===== src/tea_pkg.sv =====
// Shared types, constants and round function for the TEA block cipher.
`timescale 1ns / 1ps
package tea_pkg;

    localparam int          TEA_ROUND_PAIRS = 32;
    localparam logic [31:0] TEA_DELTA       = 32'h9E3779B9;
    localparam int          CFG_IDX_W       = 3;

    typedef enum logic [CFG_IDX_W-1:0] {
        REG_KEY0 = 3'd0,
        REG_KEY1 = 3'd1,
        REG_KEY2 = 3'd2,
        REG_KEY3 = 3'd3
    } t_cfg_reg;

    typedef enum logic {
        OP_ENCRYPT = 1'b0,
        OP_DECRYPT = 1'b1
    } t_op;

    typedef struct packed {
        logic [31:0] k0;
        logic [31:0] k1;
        logic [31:0] k2;
        logic [31:0] k3;
    } t_key;

    typedef struct packed {
        logic        opcode;
        logic [31:0] left_word;
        logic [31:0] right_word;
        logic        last_block;
    } t_in_word;

    typedef struct packed {
        logic [31:0] out_left;
        logic [31:0] out_right;
        logic        out_last;
    } t_out_word;

    // block state as it moves down the cell chain
    typedef struct packed {
        t_op         mode;
        logic [31:0] v0;
        logic [31:0] v1;
        logic        last;
    } t_blk;

    // round constant after k steps, modulo 2^32 (elaboration only)
    function automatic logic [31:0] sum_at(input int k);
        logic [63:0] p;
        p = 64'(k) * 64'(TEA_DELTA);
        return p[31:0];
    endfunction

    function automatic logic [31:0] tea_mix(input logic [31:0] v, input logic [31:0] sum,
                                            input logic [31:0] ka, input logic [31:0] kb);
        return ((v << 4) + ka) ^ (v + sum) ^ ((v >> 5) + kb);
    endfunction

endpackage


===== src/tea_round.sv =====
// One half-round cell of the TEA chain, with its own pipeline register.
`timescale 1ns / 1ps
module tea_round #(
    parameter logic [31:0] SUM_ENC = 32'h0,
    parameter logic [31:0] SUM_DEC = 32'h0,
    parameter bit          SECOND  = 1'b0
) (
    input  logic          i_clk,
    input  logic          i_rst_n,
    input  tea_pkg::t_key i_key,
    input  logic          i_valid,
    output logic          o_ready,
    input  tea_pkg::t_blk i_data,
    output logic          o_valid,
    input  logic          i_ready,
    output tea_pkg::t_blk o_data
);
    import tea_pkg::*;

    logic        r_valid;
    t_blk        r_data;
    t_blk        n_data;
    logic [31:0] sum;
    logic        upd_v0;

    assign sum = (i_data.mode == OP_DECRYPT) ? SUM_DEC : SUM_ENC;
    // first half updates v0 when encrypting, v1 when decrypting; second half the other
    assign upd_v0 = SECOND ? (i_data.mode == OP_DECRYPT) : (i_data.mode == OP_ENCRYPT);

    always_comb begin
        n_data = i_data;
        if (upd_v0) begin
            if (i_data.mode == OP_ENCRYPT) begin
                n_data.v0 = i_data.v0 + tea_mix(i_data.v1, sum, i_key.k0, i_key.k1);
            end else begin
                n_data.v0 = i_data.v0 - tea_mix(i_data.v1, sum, i_key.k0, i_key.k1);
            end
        end else begin
            if (i_data.mode == OP_ENCRYPT) begin
                n_data.v1 = i_data.v1 + tea_mix(i_data.v0, sum, i_key.k2, i_key.k3);
            end else begin
                n_data.v1 = i_data.v1 - tea_mix(i_data.v0, sum, i_key.k2, i_key.k3);
            end
        end
    end

    // empty slots let upstream words move up behind a stall
    assign o_ready = !r_valid || i_ready;
    assign o_valid = r_valid;
    assign o_data  = r_data;

    always_ff @(posedge i_clk) begin
        if (!i_rst_n) begin
            r_valid <= 1'b0;
        end else if (o_ready) begin
            r_valid <= i_valid;
        end
    end

    always_ff @(posedge i_clk) begin
        if (o_ready && i_valid) begin
            r_data <= n_data;
        end
    end

endmodule


===== config.mk =====
export PLATFORM = sky130hd
export DESIGN_NAME = tea_round
export DESIGN_NICKNAME = d
export VERILOG_FILES = /design/src/tea_pkg.sv /design/src/tea_round.sv
export SDC_FILE = /design/constraint.sdc
export NUM_CORES = 1
export LEC_CHECK = 0
export ABC_AREA = 1
export CAP_MARGIN = 20
export CELL_PAD_IN_SITES_DETAIL_PLACEMENT = 1
export CELL_PAD_IN_SITES_GLOBAL_PLACEMENT = 1
export CORE_UTILIZATION = 47
export CTS_CLUSTER_DIAMETER = 30
export DETAILED_ROUTE_END_ITERATION = 10
export DONT_BUFFER_PORTS = 1
export PLACE_DENSITY = 0.82
export REMOVE_ABC_BUFFERS = 1
export SLEW_MARGIN = 30
export SYNTH_ARGS = -nofsm -noshare
export SYNTH_HDL_FRONTEND = slang
export SYNTH_SLANG_ARGS = --single-unit

===== constraint.sdc =====
create_clock -name i_clk -period 4.9 [get_ports i_clk]
set_clock_uncertainty 0.15 [all_clocks]
set_input_delay 0.245 -clock i_clk [delete_from_list [all_inputs] [get_ports i_clk]]
set_output_delay 0.245 -clock i_clk [all_outputs]
set_load 0.005 [all_outputs]

* Yosys cells after proc, flatten, opt, wreduce, memory -nomap -nowiden
Cells that the tools add are included.
Word-level totals: register bits 67, logic and storage cells 20, input bits 198, output and inout port bits 68
Operators by class: add/subtract/negate cells 6, multiplexer cells 2, reductions and logical operators 3, bitwise logic cells 4
Operators by type and width (number):
- bitwise XOR 32 bit | 4
- adder 32 bit | 3
- adder 27 x 32 -> 32 bit | 2
- two-way mux 32 bit | 2
- subtractor 32 bit | 1
- logical AND 1 bit | 1
- zero test 1 bit | 1
- logical OR 1 bit | 1

* Longest topological paths before layout
Gate-level depths: netlist (run 1).
word-level depth 5, gate-level depth with buffers 27, depth with buffers taken out 27

* Worst setup path before layout (run 1)
Ideal clock, no wire load.
path type register -> register, start register r_valid (netlist: o_valid), end register r_data, in the netlist o_data[0], enable pin, clock period less this slack 4.218 ns, setup time 0.511 ns, path slack 0.682 ns, stages on the path, launching flop included 2, data arrival time 3.557 ns, buffers on the path 0, data required time 4.239 ns, cells stage by stage dfxtp_1 -> a21oi_1
Between the ends: cells in the longest elaborated chain, start to end 3
RTL lines:
- start, declared | RTL line tea_round.sv:20 | logic r_valid;
- start signal, assigned | RTL line tea_round.sv:56 | r_valid <= i_valid;
- zero test 1 bit | RTL line tea_round.sv:48 | assign o_ready = !r_valid || i_ready;
- logical OR 1 bit | RTL line tea_round.sv:48
- logical AND 1 bit | RTL line tea_round.sv:61 | if (o_ready && i_valid) begin
- end signal, assigned | RTL line tea_round.sv:62 | r_data <= n_data;
- end, declared | RTL line tea_round.sv:21 | t_blk r_data;
No other way between the ends. A chain may end at the register's enable or synchronous reset.

==> impl.org, run 1 <==
** Global route
- Initial antenna violation count :: 0
- Met2 track utilization from global routing :: between 60% and 70%
- Pin count of the biggest net entering global routing :: 45
- Met3 capacity usage during global routing :: between 5 and 6%
- Remaining Overflow, GRT :: 0
- Most Crowded Layer GR :: met2
- The first global-routing pass estimated 90.3 mm of wire.
- The number of global-route vias before repair is 16500.
- Global routing used 38.5% of the available tracks.
- Global routing consumed, on the met1 layer, a little under half of the routing resources.

** Setup path
- STA classifies the critical path startpoint as a primary input.
- For this run, the slowest stage of the critical path takes around 0.57 ns.
- The worst register-to-register path ends at o_data[64].
- Most Frequent Cell on Critical Path :: sky130_fd_sc_hd__nand2_1
- Setup slack on the worst reg-to-reg path comes out at between 2 and 3 ns.
- Kind of end point of the critical path :: flop
- The number of cells on the worst reg-to-reg path is 2.
- CP Buf/Inv Count :: 2
- At the worst endpoint, the required time is between 4 and 5 ns.
- Gate family responsible for the most delay along the worst path :: simple AND/OR/NAND/NOR gates
- The signal on the critical path passes through ha_1 -> fa_1 -> nand3_1 -> nand2_1 -> nand3_1 -> nand2_2 -> nand2_1 -> nand2_1 -> nand3_1 -> nand2_1 -> xor2_1 -> xor2_1 -> ha_1 -> a21oi_1 -> o21ai_0 -> a21oi_1 -> nand2_2 -> nand2_1 -> nand3_1 -> inv_1 -> nand3_1 -> nand4_1 -> nand2_1 -> dlygate4sd3_1.
- On the critical path, the stage with the largest delay is an instance of sky130_fd_sc_hd__dlygate4sd3_1.
- WP depth :: 24
- Arrival time at the worst endpoint :: between 4 and 5 ns
- The worst register-to-register path begins at o_valid.
- Largest fanout of any net on the critical path :: 5
- The critical path is of the primary input to flop type.

** Place
- Detailed placement ended at an HPWL of around 49 mm.
- Input and output buffers added on the ports amount to 0.
- Final weighted congestion in routability-driven placement :: slightly below 1

** Die
- Measured along the x axis, the die boundary spans about 180 microns.
- Core outline area :: roughly 0.030 sq mm
- The floorplan step defined a die boundary enclosing between 0.03 and 0.04 sq mm.
- Site Rows :: 63
- Initial core utilization :: a little under half
- Die Span Y :: ~180 microns
- In this run the count of I/O pins placed on the die edge is 266.

** Clock tree
- In this run the number of H-tree levels came out at 3.
- Cell at the root of the clock tree :: sky130_fd_sc_hd__clkbuf_16
- In this run, post-CTS repair resized a total of 0 instances.
- The clock passes through at most 2 buffers.
- Clock tree from TritonCTS :: yes
- CTS Buf Count :: 9
- Clock sinks :: 67
- Clock latency on the worst-skew pair, taken at its later pin, is ~0.35 ns.
- Clock transition at the registers of the reported paths :: approximately 0.06 ns

** Timing
- The count of pins over their slew limit was 0.
- Of the available clock period, the critical path in the final layout requires 96.0%.
- Worst relative slew slack :: between 60% and 70%
- For the pin with the worst max-slew slack, the measured transition is a little under 0.6 ns.
- Summed over all failing endpoints, the final setup total negative slack is 0 ns.
- Setup violations remaining at the end of the flow were counted as 0.
- Tightest hold margin :: about 0.018 ns
- Timing would allow up to 0.213 GHz.
- For the finished layout, the period the worst path requires is approximately 4.7 ns.
- Unrepaired setup endpoints after global routing :: false
- Hold violation count in the final report :: 0

** Route
- For this block, the initial DRC count from the detailed router was roughly 850.
- The routed layout has ~16000 vias.
- ANT nets after route :: 0
- Average via count per standard cell :: between 5 and 6
- The first detailed-routing pass ran for 5 iterations.
- Final routed wirelength across all metal layers :: between 50 and 60 mm
- DRC errors left :: 0
- Dividing the detail-routed wire length by the instance count gives around 23 microns.

** Hold path
- Startpoint of the lowest-slack hold path :: i_data[65]
- Worst hold-check path type :: primary input to flop
- Along the worst hold path, the cell count comes to 2.
- WHS Endpoint :: o_data[6]

** Yosys
- Counting flops with an async set or reset pin after synthesis yields a share of 0%.
- EDFF count, synth :: 66
- Area fraction of the dominant cell type after synthesis :: between 10% and 20%
- In the post-synthesis netlist, the biggest area contributors are sky130_fd_sc_hd__nand2_1 16%, sky130_fd_sc_hd__ha_1 15%, sky130_fd_sc_hd__edfxtp_1 14%.
- Primary FF master, synth :: sky130_fd_sc_hd__edfxtp_1
- Most common library cells after synthesis :: 608 x sky130_fd_sc_hd__nand2_1, 246 x sky130_fd_sc_hd__inv_1, 193 x sky130_fd_sc_hd__nor2_1, 174 x sky130_fd_sc_hd__ha_1, 169 x sky130_fd_sc_hd__a21oi_1
- Post-synthesis average cell area :: about 6.5 sq um
- Counting flops and latches in the post-synthesis netlist gives 67.
- After synthesis the cells add up to between 0.01 and 0.015 sq mm.
- Most frequent cell after synthesis :: sky130_fd_sc_hd__nand2_1
- Count of distinct cell types in the synthesized netlist :: 56
- Sequential elements use ~14% of the synthesized area.
- The synthesized design spends more area on one cell type than any other, namely sky130_fd_sc_hd__nand2_1.
- Warnings from Yosys :: 0
- Cells after synthesis :: roughly 2200

** Final layout
- At the end of the flow, the number of nets in the layout was around 2600.
- From synthesis to final layout, the design area changed by 9.48%.
- The filler cells instantiated in the layout total ~4100.
- Fraction of final layout cells with drive strength greater than 1 :: ~5.6%
- ANT cells :: 0

** Pwr
- Power spread over the standard cell area amounts to ~370 mW/mm^2.
- Pleak :: between 7 and 8 nW
- Peak supply drop :: ~0.00016 V

** Job
- Max-cap violations :: 0

** Outcome
- The run finished with clean final reports.
layer usage:
layer / vias to the layer above / wire [microns]
met2: 546 / 28900
li1: 7357 / -
met1: 7577 / 25000
met5: - / 0
met3: 143 / 3360
met4: 0 / 2380
layout make-up:
type                       count  area (sq um)  area share (%)
sequential                    67          2000            12.9
clock buffer                  12           246            1.58
clock inverter                 4          50.0           0.322
inverter                     258           968            6.23
tap                          390           488            3.14
multi-input combinational   1847         11200            71.9
timing repair buffer          60           618            3.97
logic make-up after synthesis:
kind of cell | synth area share (%)
AND/OR/NAND/NOR | 31.0
AO/OA/AOI/OAI | 16.8
buffers and inverters | 7.29
XOR/XNOR | 14.6
adder cells (fa/ha/maj) | 16.2
flip-flops | 14.1
registers in the layout, summed over array words and instances, names as in the netlist:
register,flops
o_data,66
o_valid,1
how the worst max path moves through the flow:
| stage | slack, ns | endpoint | start |
|---|---|---|---|
| 3_5_place_dp | 0.52 | o_data[28] | i_key[0] |
| 3_3_place_gp | 0.60 | o_data[59] | i_key[100] |
| 2_1_floorplan | 0.68 | o_data[0] | o_valid |
| 5_1_grt | 0.06 | o_data[32] | i_key[0] |
| 4_1_cts | 0.45 | o_data[32] | i_key[0] |
| 6_report | 0.20 | o_data[32] | i_key[0] |
where the power goes:
part | switching, W | internal [W] | leakage [nW]
combinational | 0.00277 | 0.00147 | 6.82
clock | 0.000276 | 0.000408 | 0.139
sequential | 0.0000759 | 0.000812 | 0.651
total | 0.00312 | 0.00269 | 7.61
per-stage QoR:
step           std cells  cell area (sq um)  setup WS [ns]  util (%)  power, W
3_3_place_gp        2564              14700          0.604      49.3   0.00486
5_1_grt             2638              15600         0.0584      52.3   0.00626
2_1_floorplan       2172              14100          0.682         -   0.00383
3_5_place_dp        2564              14700          0.517      49.3   0.00497
4_1_cts             2637              15500          0.454      52.3   0.00573
6_report            2638              15600          0.198      52.3   0.00581
cells in the final DEF (no fill, tap or decap), types with 30 or more instances in the layout:
cell type                       instances
sky130_fd_sc_hd__a21o_1                30
sky130_fd_sc_hd__a21oi_1              168
sky130_fd_sc_hd__dlygate4sd3_1         56
sky130_fd_sc_hd__edfxtp_1              66
sky130_fd_sc_hd__ha_1                 174
sky130_fd_sc_hd__inv_1                245
sky130_fd_sc_hd__nand2_1              608
sky130_fd_sc_hd__nand3_1              118
sky130_fd_sc_hd__nor2_1               193
sky130_fd_sc_hd__o21ai_0               68
sky130_fd_sc_hd__xnor2_1              111
sky130_fd_sc_hd__xor2_1               126
repair_timing:
| item | CTS | global route |
|---|---|---|
| buffers inserted | 0 | 0 |
| hold buffers | 57 | 0 |
| hold endpoints to repair | 58 | 0 |
No activity file was read; power rests on OpenSTA's default activity.
==> run 2: changes to the inputs <==
clock period = 4.97 ns   (was 4.9 ns; I/O delays follow)
==> run 2 against run 1 <==
Compared with the run above: count of clock-buffer cells in the layout unchanged; clock power increased by 6.1%; non-clock buffer count decreased by 2; sequential power decreased by 2%; combinational power decreased by 1%; sequential share of layout area about the same; worst hold slack got worse by 0.0097 ns; utilization about the same; die area unchanged; cell count about the same; global-route usage decreased by 0.66 points; critical endpoint unchanged; highest routed layer unchanged.
==> impl.org, run 2 (synthesis results as in run 1) <==
** Place
- Number of placed instances, taps included :: between 2000 and 3000
- Placed wire-length estimate :: roughly 50 mm
- Final weighted congestion in routability-driven placement :: around 1
- Port buffer count :: 0

** Timing
- Worst relative slew slack :: ~60%
- The final number of hold-violating endpoints is 0.
- For the finished layout, the period the worst path requires is roughly 4.5 ns.
- Final hold analysis gives a worst-case slack of around 0.0083 ns.
- Slew of the pin with the lowest slew margin :: around 0.6 ns
- Number of setup violations in the final report :: 0
- Fin Setup TNS :: 0 ns
- Period Utilization, post-route :: 91.5%
- Final slew viol count :: 0
- Derived from the worst setup path, the maximum achievable clock frequency is around 0.22 GHz.
- Unrepaired setup endpoints after global routing :: false

** Global route
- In the global route stage, met1 resource usage came out at roughly 46%.
- For this run, global-route usage on met2 was measured as about two thirds.
- In this run the most used layer during global routing was met2.
- The first global-routing pass estimated just under 90 mm of wire.
- Pin count of the biggest net entering global routing :: 45
- GRT Total Usage :: between 30% and 40%
- Vias in the first global route :: between 15000 and 20000
- Remaining Overflow, GRT :: 0
- The number of antenna violations at the first check in global routing was 0.
- Met3 capacity usage during global routing :: under 10%

** Setup path
- The worst setup path is of the primary input to flop kind.
- At the worst endpoint, the required time is slightly below 5 ns.
- Kind of end point of the critical path :: flop
- The largest individual stage delay along the critical path comes from the cell sky130_fd_sc_hd__dlygate4sd3_1.
- For the worst setup path, the data arrival time is 4.51 ns.
- Walking the worst path, the cells encountered are ha_1 -> fa_1 -> nand3_1 -> nand2_1 -> nand3_1 -> nand2_2 -> nand2_1 -> nand2_1 -> nand3_1 -> nand2_1 -> xor2_1 -> xor2_1 -> ha_1 -> a21oi_1 -> o21ai_0 -> a21oi_1 -> nand2_2 -> nand2_1 -> nand3_1 -> inv_1 -> nand3_1 -> nand4_1 -> nand2_1 -> dlygate4sd3_1.
- Of all nets on the critical path, the largest fanout is 5.
- By instance count, the cell type seen most on the critical path is sky130_fd_sc_hd__nand2_1.
- WP depth :: 24
- Counting both buffers and inverters, the worst setup path holds a total of 2.
- Peak per-stage delay on the critical path :: 0.55 ns
- Critical Path Source Type :: primary input
- Number of cells traversed by the worst register-to-register path :: 2
- The worst register-to-register path has a setup slack of 2.90 ns.
- The endpoint identified for the worst register-to-register timing path is o_data[54].
- In this run the critical register-to-register path is launched from o_valid.
- Gate family responsible for the most delay along the worst path :: simple AND/OR/NAND/NOR gates

** Pwr
- Pleak :: 7.61 nW
- Clock Power Share :: about an eighth
- Cell internal power dissipation :: roughly 0.0027 W
- Power spread over the standard cell area amounts to around 370 mW/mm^2.
- Seq pwr share :: approximately 15%
- Net Sw Frac :: a little over half
- VDD sags by at most 0.000180 V.
- For this design the total switching power over the nets is 0.00309 W.
- Per report_power, the combinational group accounts for 72.4% of the total.

** Final layout
- Layout overhead on the synthesized area :: 9.49%
- Max reg flops :: 66
- The multi-input combinational cells in the finished layout cover a total of approximately 0.011 sq mm.
- Fraction of final layout cells with drive strength greater than 1 :: roughly 5.6%
- For this run, the post-layout net count is between 2000 and 3000.
- Reg area :: roughly 0.002 sq mm
- The filler cells instantiated in the layout total about 4000.
- Leaving out fill and tap cells, the most frequent cell in the layout is sky130_fd_sc_hd__nand2_1.
- Post-layout instance count excluding filler cells :: roughly 2600
- The library cells used most frequently in the layout, excluding fill and tap cells, are 608 x sky130_fd_sc_hd__nand2_1, 245 x sky130_fd_sc_hd__inv_1, 193 x sky130_fd_sc_hd__nor2_1.

** Job
- Max-cap violations :: 0

** Die
- For this configuration, the core starts out at a cell density of 47.8%.
- The floorplan step defined a core boundary enclosing 0.0297 sq mm.
- Site Rows :: between 60 and 70
- Die W :: between 150 and 200 microns
- Die footprint :: just over 0.03 sq mm
- Number of top-level pins :: roughly 270
- Die Span Y :: roughly 180 microns

** Route
- Average via count per standard cell :: 5.85
- For this block, the routed nets add up to a little under 60 mm of wire.
- Summing over every cut layer, the via total after detailed routing is around 15000.
- First-pass detailed-route iteration total :: 6
- Per-cell routed wire length :: 22.5 microns
- ANT nets after route :: 0
- In the routed design, unresolved DRC markers number 0.
- First-iteration detailed-routing DRC count :: 805

** Clock tree
- Clock transition at the registers of the reported paths :: roughly 0.06 ns
- Maximum clock insertion buffer count :: 2
- Clock latency reported for the late side of the worst-skew pair :: around 0.36 ns
- The H-tree was split into 3 levels.
- The number of setup buffers added after CTS is 0.
- CTS Buf Count :: 9
- Cell at the root of the clock tree :: sky130_fd_sc_hd__clkbuf_16
- Clock tree from TritonCTS :: yes
- Clock sinks :: 67

** Hold path
- The worst hold path was traced through 2 stages.
- In this run the most critical hold path is launched from i_data[30].
- Worst hold-check path type :: primary input to flop
- WHS Endpoint :: o_data[30]

** Outcome
- The run finished with clean final reports.
run 2: how the worst max path moves through the flow:
stage	start	slack, ns	end
after detailed placement	i_key[100]	0.59	o_data[59]
after global placement	i_key[100]	0.61	o_data[59]
after CTS	i_key[0]	0.57	o_data[32]
final	i_key[0]	0.42	o_data[32]
after floorplan	o_valid	0.75	o_data[0]
after global routing	i_key[36]	0.18	o_data[32]
run 2: final cells by class:
type / count / share of cell area (%)
Multi-Input combinational cell: 1847 / 71.9
Sequential cell: 67 / 12.9
Inverter: 258 / 6.23
Timing Repair Buffer: 58 / 3.88
Tap cell: 390 / 3.14
Clock buffer: 12 / 1.52
Clock inverter: 4 / 0.483
Antenna cell: 1 / 0.0161
run 2: metal layers:
metal,wire [microns],up-vias
met4,2330,0
met3,3390,126
met2,28400,498
met1,25100,7463
li1,-,7347
met5,0,-
run 2: what timing repair did:
action / CTS / global route
gates resized for setup: 0 / 0
hold buffers: 55 / 0
endpoints found under the hold margin: 58 / 0
run 2: power by group through the flow:
stage,Sequential [W],Combinational [W],Clock [W]
floorplan,0.000854,0.00292,0
global placement,0.000886,0.00390,0
detailed placement,0.000886,0.00401,0
CTS,0.000876,0.00410,0.000725
global route,0.000888,0.00460,0.000738
finish,0.000874,0.00419,0.000726
run 2: stage by stage:
stage	total power [W]	instance area [sq um]	setup WS, ns	utilization [%]
global route	0.00622	15600	0.180	52.3
detailed placement	0.00490	14700	0.591	49.3
finish	0.00579	15600	0.422	52.3
floorplan	0.00378	14100	0.752	-
CTS	0.00570	15500	0.570	52.2
global placement	0.00479	14700	0.609	49.3
==> run 3: changes to the inputs <==
ABC_AREA = not set   (was 1)
CORE_UTILIZATION = 50   (was 47)
==> run 3 against run 2 <==
Compared with the run above: the flow now finishes with violations (hold timing); via count fell by 18%; die area is 20% lower; register-to-register slack better by 0.28 ns; sequential share of layout area up 0.90 points; critical path type unchanged.
==> impl.org, run 3 <==
** Outcome
- The run finished, with violations left.
- The checks that failed: hold timing.

** Die
- Site Rows :: 56
- Die footprint :: about 0.025 sq mm
- Initial core utilization :: between 50% and 60%
- Measured along the x axis, the die boundary spans ~160 microns.
- The core region is roughly 0.024 sq mm.
- Die Span Y :: about 160 microns
- During I/O placement, the number of pins put on the boundary was roughly 270.

** Clock tree
- Clock sinks :: 67
- CTS Buf Count :: 9
- Clock transition at the registers of the reported paths :: around 0.07 ns
- TritonCTS built the clock tree.
- Maximum level of the CTS H-tree :: 3
- Clock latency reported for the late side of the worst-skew pair :: about 0.35 ns
- Cell at the root of the clock tree :: sky130_fd_sc_hd__clkbuf_16
- The clock passes through at most 2 buffers.

** Route
- Average via count per standard cell :: 6.55
- In the routed design, unresolved DRC markers number 0.
- Once detail routing completed, the nets flagged for antenna violations numbered 0.
- The detailed router finished its first iteration with approximately 900 violations.
- In the final routed layout, each cell accounts on average for between 20 and 30 microns.
- Final routed wirelength across all metal layers :: slightly below 50 mm
- The routed layout has between 10000 and 15000 vias.
- The pre-antenna-repair detailed-routing pass consisted of 5 iterations.

** Yosys
- Count of distinct cell types in the synthesized netlist :: 76
- The synthesized netlist devotes between 10% and 20% of its cell area to simple gates.
- Most common library cells after synthesis :: 222 x sky130_fd_sc_hd__xnor2_1, 174 x sky130_fd_sc_hd__ha_1, 141 x sky130_fd_sc_hd__a21oi_1, 113 x sky130_fd_sc_hd__nand2_1, 97 x sky130_fd_sc_hd__a21o_1
- In the post-synthesis netlist, the cell with the most instances is sky130_fd_sc_hd__xnor2_1.
- EDFF count, synth :: between 60 and 70
- Post-synth top area cell :: sky130_fd_sc_hd__ha_1
- Summing the areas of all compound-gate instances in the mapped netlist gives between 20% and 30% of the synthesized area.
- The share of the Yosys chip area taken by registers is about 17%.
- After synthesis, the share of flip-flops with an asynchronous set or reset is 0%.
- Yosys printed 0 warnings.
- Primary FF master, synth :: sky130_fd_sc_hd__edfxtp_1
- Of the total synthesized cell area, the portion taken by XOR and XNOR cells is about a fifth.
- Number of synthesized register bits :: 67
- In the synthesized netlist, the number of instances is roughly 1400.
- Dominant combinational cell family by area after synthesis :: compound AO/OA/AOI/OAI gates
- Multiplexer cells account for about 2.6% of the synthesized area.
- Cell types with the largest area share after synthesis :: sky130_fd_sc_hd__ha_1 18%, sky130_fd_sc_hd__edfxtp_1 16%, sky130_fd_sc_hd__xnor2_1 16%
- The synthesized netlist occupies a cell area of roughly 0.012 sq mm.
- Post-synthesis average cell area :: around 8.5 sq um
- The synthesized netlist devotes a little under a fifth of its cell area to adder and majority cells.
- Area fraction of the dominant cell type after synthesis :: a little under a fifth

** Global route
- The first global-routing pass estimated approximately 74 mm of wire.
- Pin count of the biggest net entering global routing :: between 100 and 150
- Initial antenna violation count :: 2
- Remaining Overflow, GRT :: 0
- GRT Total Usage :: between 30% and 40%
- Vias in the first global route :: between 10000 and 15000

** Timing
- Setup repair after global routing could not meet its margin everywhere.
- The final number of hold-violating endpoints was 3.
- Final hold analysis gives a worst-case slack of -0.163 ns.
- Worst relative slew slack :: 55.2%
- In the finished design, the share of the clock period the worst path needs comes to roughly 99%.
- Final slew viol count :: 0
- After layout, the minimum clock period comes to between 4 and 5 ns.
- Slew of the pin with the lowest slew margin :: approximately 0.67 ns
- Setup violations remaining at the end of the flow were counted as 0.
- Max Clk Rate :: approximately 0.2 GHz

** Setup path
- For this design, the slowest cell found on the critical path is sky130_fd_sc_hd__a221o_1.
- Crit Path Category :: primary input to flop
- The worst setup path is launched from a primary input.
- Chain of cells forming the critical path :: ha_1 -> a21o_1 -> a21o_2 -> a21o_1 -> a21oi_1 -> nand2_1 -> a21oi_1 -> xnor2_2 -> o21ai_1 -> o31ai_1 -> a211o_1 -> ha_4 -> buf_4 -> and4_4 -> a221o_1 -> or3_4 -> o2111ai_4 -> a21oi_2 -> a21oi_2 -> xor2_1 -> o21ai_1
- CP Data Required Time :: 4.92 ns
- On the worst path, the slowest cell contributes a delay of 0.37 ns.
- STA classifies the critical path endpoint as a flop.
- Arrival time at the worst endpoint :: a little under 5 ns
- Largest fanout of any net on the critical path :: 5

** Hold path
- The min-delay analysis places its worst path in the category primary input to flop.

** Pwr
- Power per standard cell area :: between 400 and 500 mW/mm^2
- The design draws 0.00610 W.
- The worst-case IR drop observed on VDD is around 0.00023 V.
- Pleak :: 6.27 nW

** Final layout
- Net count reported at finish :: ~2000
- Post-layout instance count excluding filler cells :: ~1900
- In the layout the commonest cells are 220 x sky130_fd_sc_hd__xnor2_1, 170 x sky130_fd_sc_hd__ha_1, 134 x sky130_fd_sc_hd__a21oi_1.
- After filler insertion, the fill cell instance count of the layout stands at around 2800.
- Max reg flops :: 66
- Fraction of final layout cells with drive strength greater than 1 :: 13.4%
- Relative to the synthesized area, the layout overhead comes to 20.2%.
- Commonest non-fill, non-tap cell in the layout :: sky130_fd_sc_hd__xnor2_1
- ANT cells :: 0

** Job
- The tool flagged a number of max-cap violations equal to 0.

** Place
- Final weighted congestion in routability-driven placement :: ~0.94
- After detailed placement, the design holds a cell count of approximately 1800.
- Placed wire-length estimate :: between 30 and 40 mm
- Port buffer count :: 0
-- run 3: cell types whose count changed after synthesis, moves of 21 or more --
cell	change
sky130_fd_sc_hd__mux2_2	+26
sky130_fd_sc_hd__nor2_1	-136
sky130_fd_sc_hd__inv_1	-206
sky130_fd_sc_hd__nand2_1	-495
sky130_fd_sc_hd__a21oi_1	-28
sky130_fd_sc_hd__xor2_1	-64
sky130_fd_sc_hd__nand2b_1	+21
sky130_fd_sc_hd__nand2_2	-24
sky130_fd_sc_hd__nand3_1	-85
sky130_fd_sc_hd__xnor2_1	+111
sky130_fd_sc_hd__o21ai_0	+22
sky130_fd_sc_hd__a21o_1	+67
-- run 3: cells by family (layout without fill, tap and decap cells) --
group                    after synthesis  after routing
buffers and inverters                 55            241
adder cells (fa/ha/maj)              180            180
multiplexers                          28             28
AO/OA/AOI/OAI                        484            484
flip-flops                            67             67
AND/OR/NAND/NOR                      320            320
XOR/XNOR                             286            286
-- run 3: worst paths after layout --
check        cells after the start    endpoint        from  slack [ns]
max                             21  o_data[59]  i_key[107]        0.06
min                              0  o_data[65]  i_data[65]       -0.16
max reg2reg                      3  o_data[16]     o_valid        3.18
min reg2reg                      2  o_data[26]     o_valid        0.92
-- run 3: layer usage --
metal,up-vias,wire [microns],global-route usage [%]
met1,6228,20600,48.9
met4,2,1770,15.5
met2,616,23000,64.6
li1,5630,-,-
met3,126,4290,8.92
met5,-,9,0
-- run 3: worst max-delay path, delay by kind of cell --
family | cells | cell delay [ns]
adders and majority gates | 2 | 0.58
buffers and inverters | 1 | 0.15
xor gates and xnor gates | 2 | 0.39
AOI/OAI and AO/OA | 13 | 2.86
and+or+nand+nor | 3 | 0.64
-- run 3: cell type report --
| type | count | area (sq um) | share of cell area, % |
|---|---|---|---|
| clock buffers | 9 | 225 | 1.55 |
| multi-input cells | 1298 | 10100 | 69.6 |
| repair buffers | 185 | 1600 | 11.0 |
| flip-flops and latches | 67 | 2000 | 13.8 |
| clock inverters | 7 | 52.6 | 0.362 |
| inverters | 40 | 150 | 1.03 |
| well taps | 319 | 399 | 2.75 |
-- run 3: where the power goes --
group,internal [W],total [W],switching [W]
Sequential,0.000846,0.000952,0.000105
Combinational,0.00203,0.00449,0.00246
Clock,0.000342,0.000663,0.000321
Total,0.00322,0.00610,0.00289
-- run 3: timing repair --
action / 4_1_cts / 5_1_grt
endpoints found under the hold margin: 50 / 6
endpoints found under the setup margin: 7 / 20
hold buffers: 76 / 2
resized for setup: 9 / 46
setup buffers: 0 / 3
pin swaps: 4 / 32
-- run 3: per-stage QoR --
stage	setup slack [ns]	cell area [sq um]	setup TNS, ns	util [%]
floorplan	0.00686	12000	0	-
global placement	-0.359	13200	-2.84	55.9
CTS	-0.00892	14300	-0.00903	60.5
detailed placement	-0.572	13200	-5.45	55.9
global route	-0.0676	14500	-0.150	61.6
finish	0.0552	14500	0	61.6
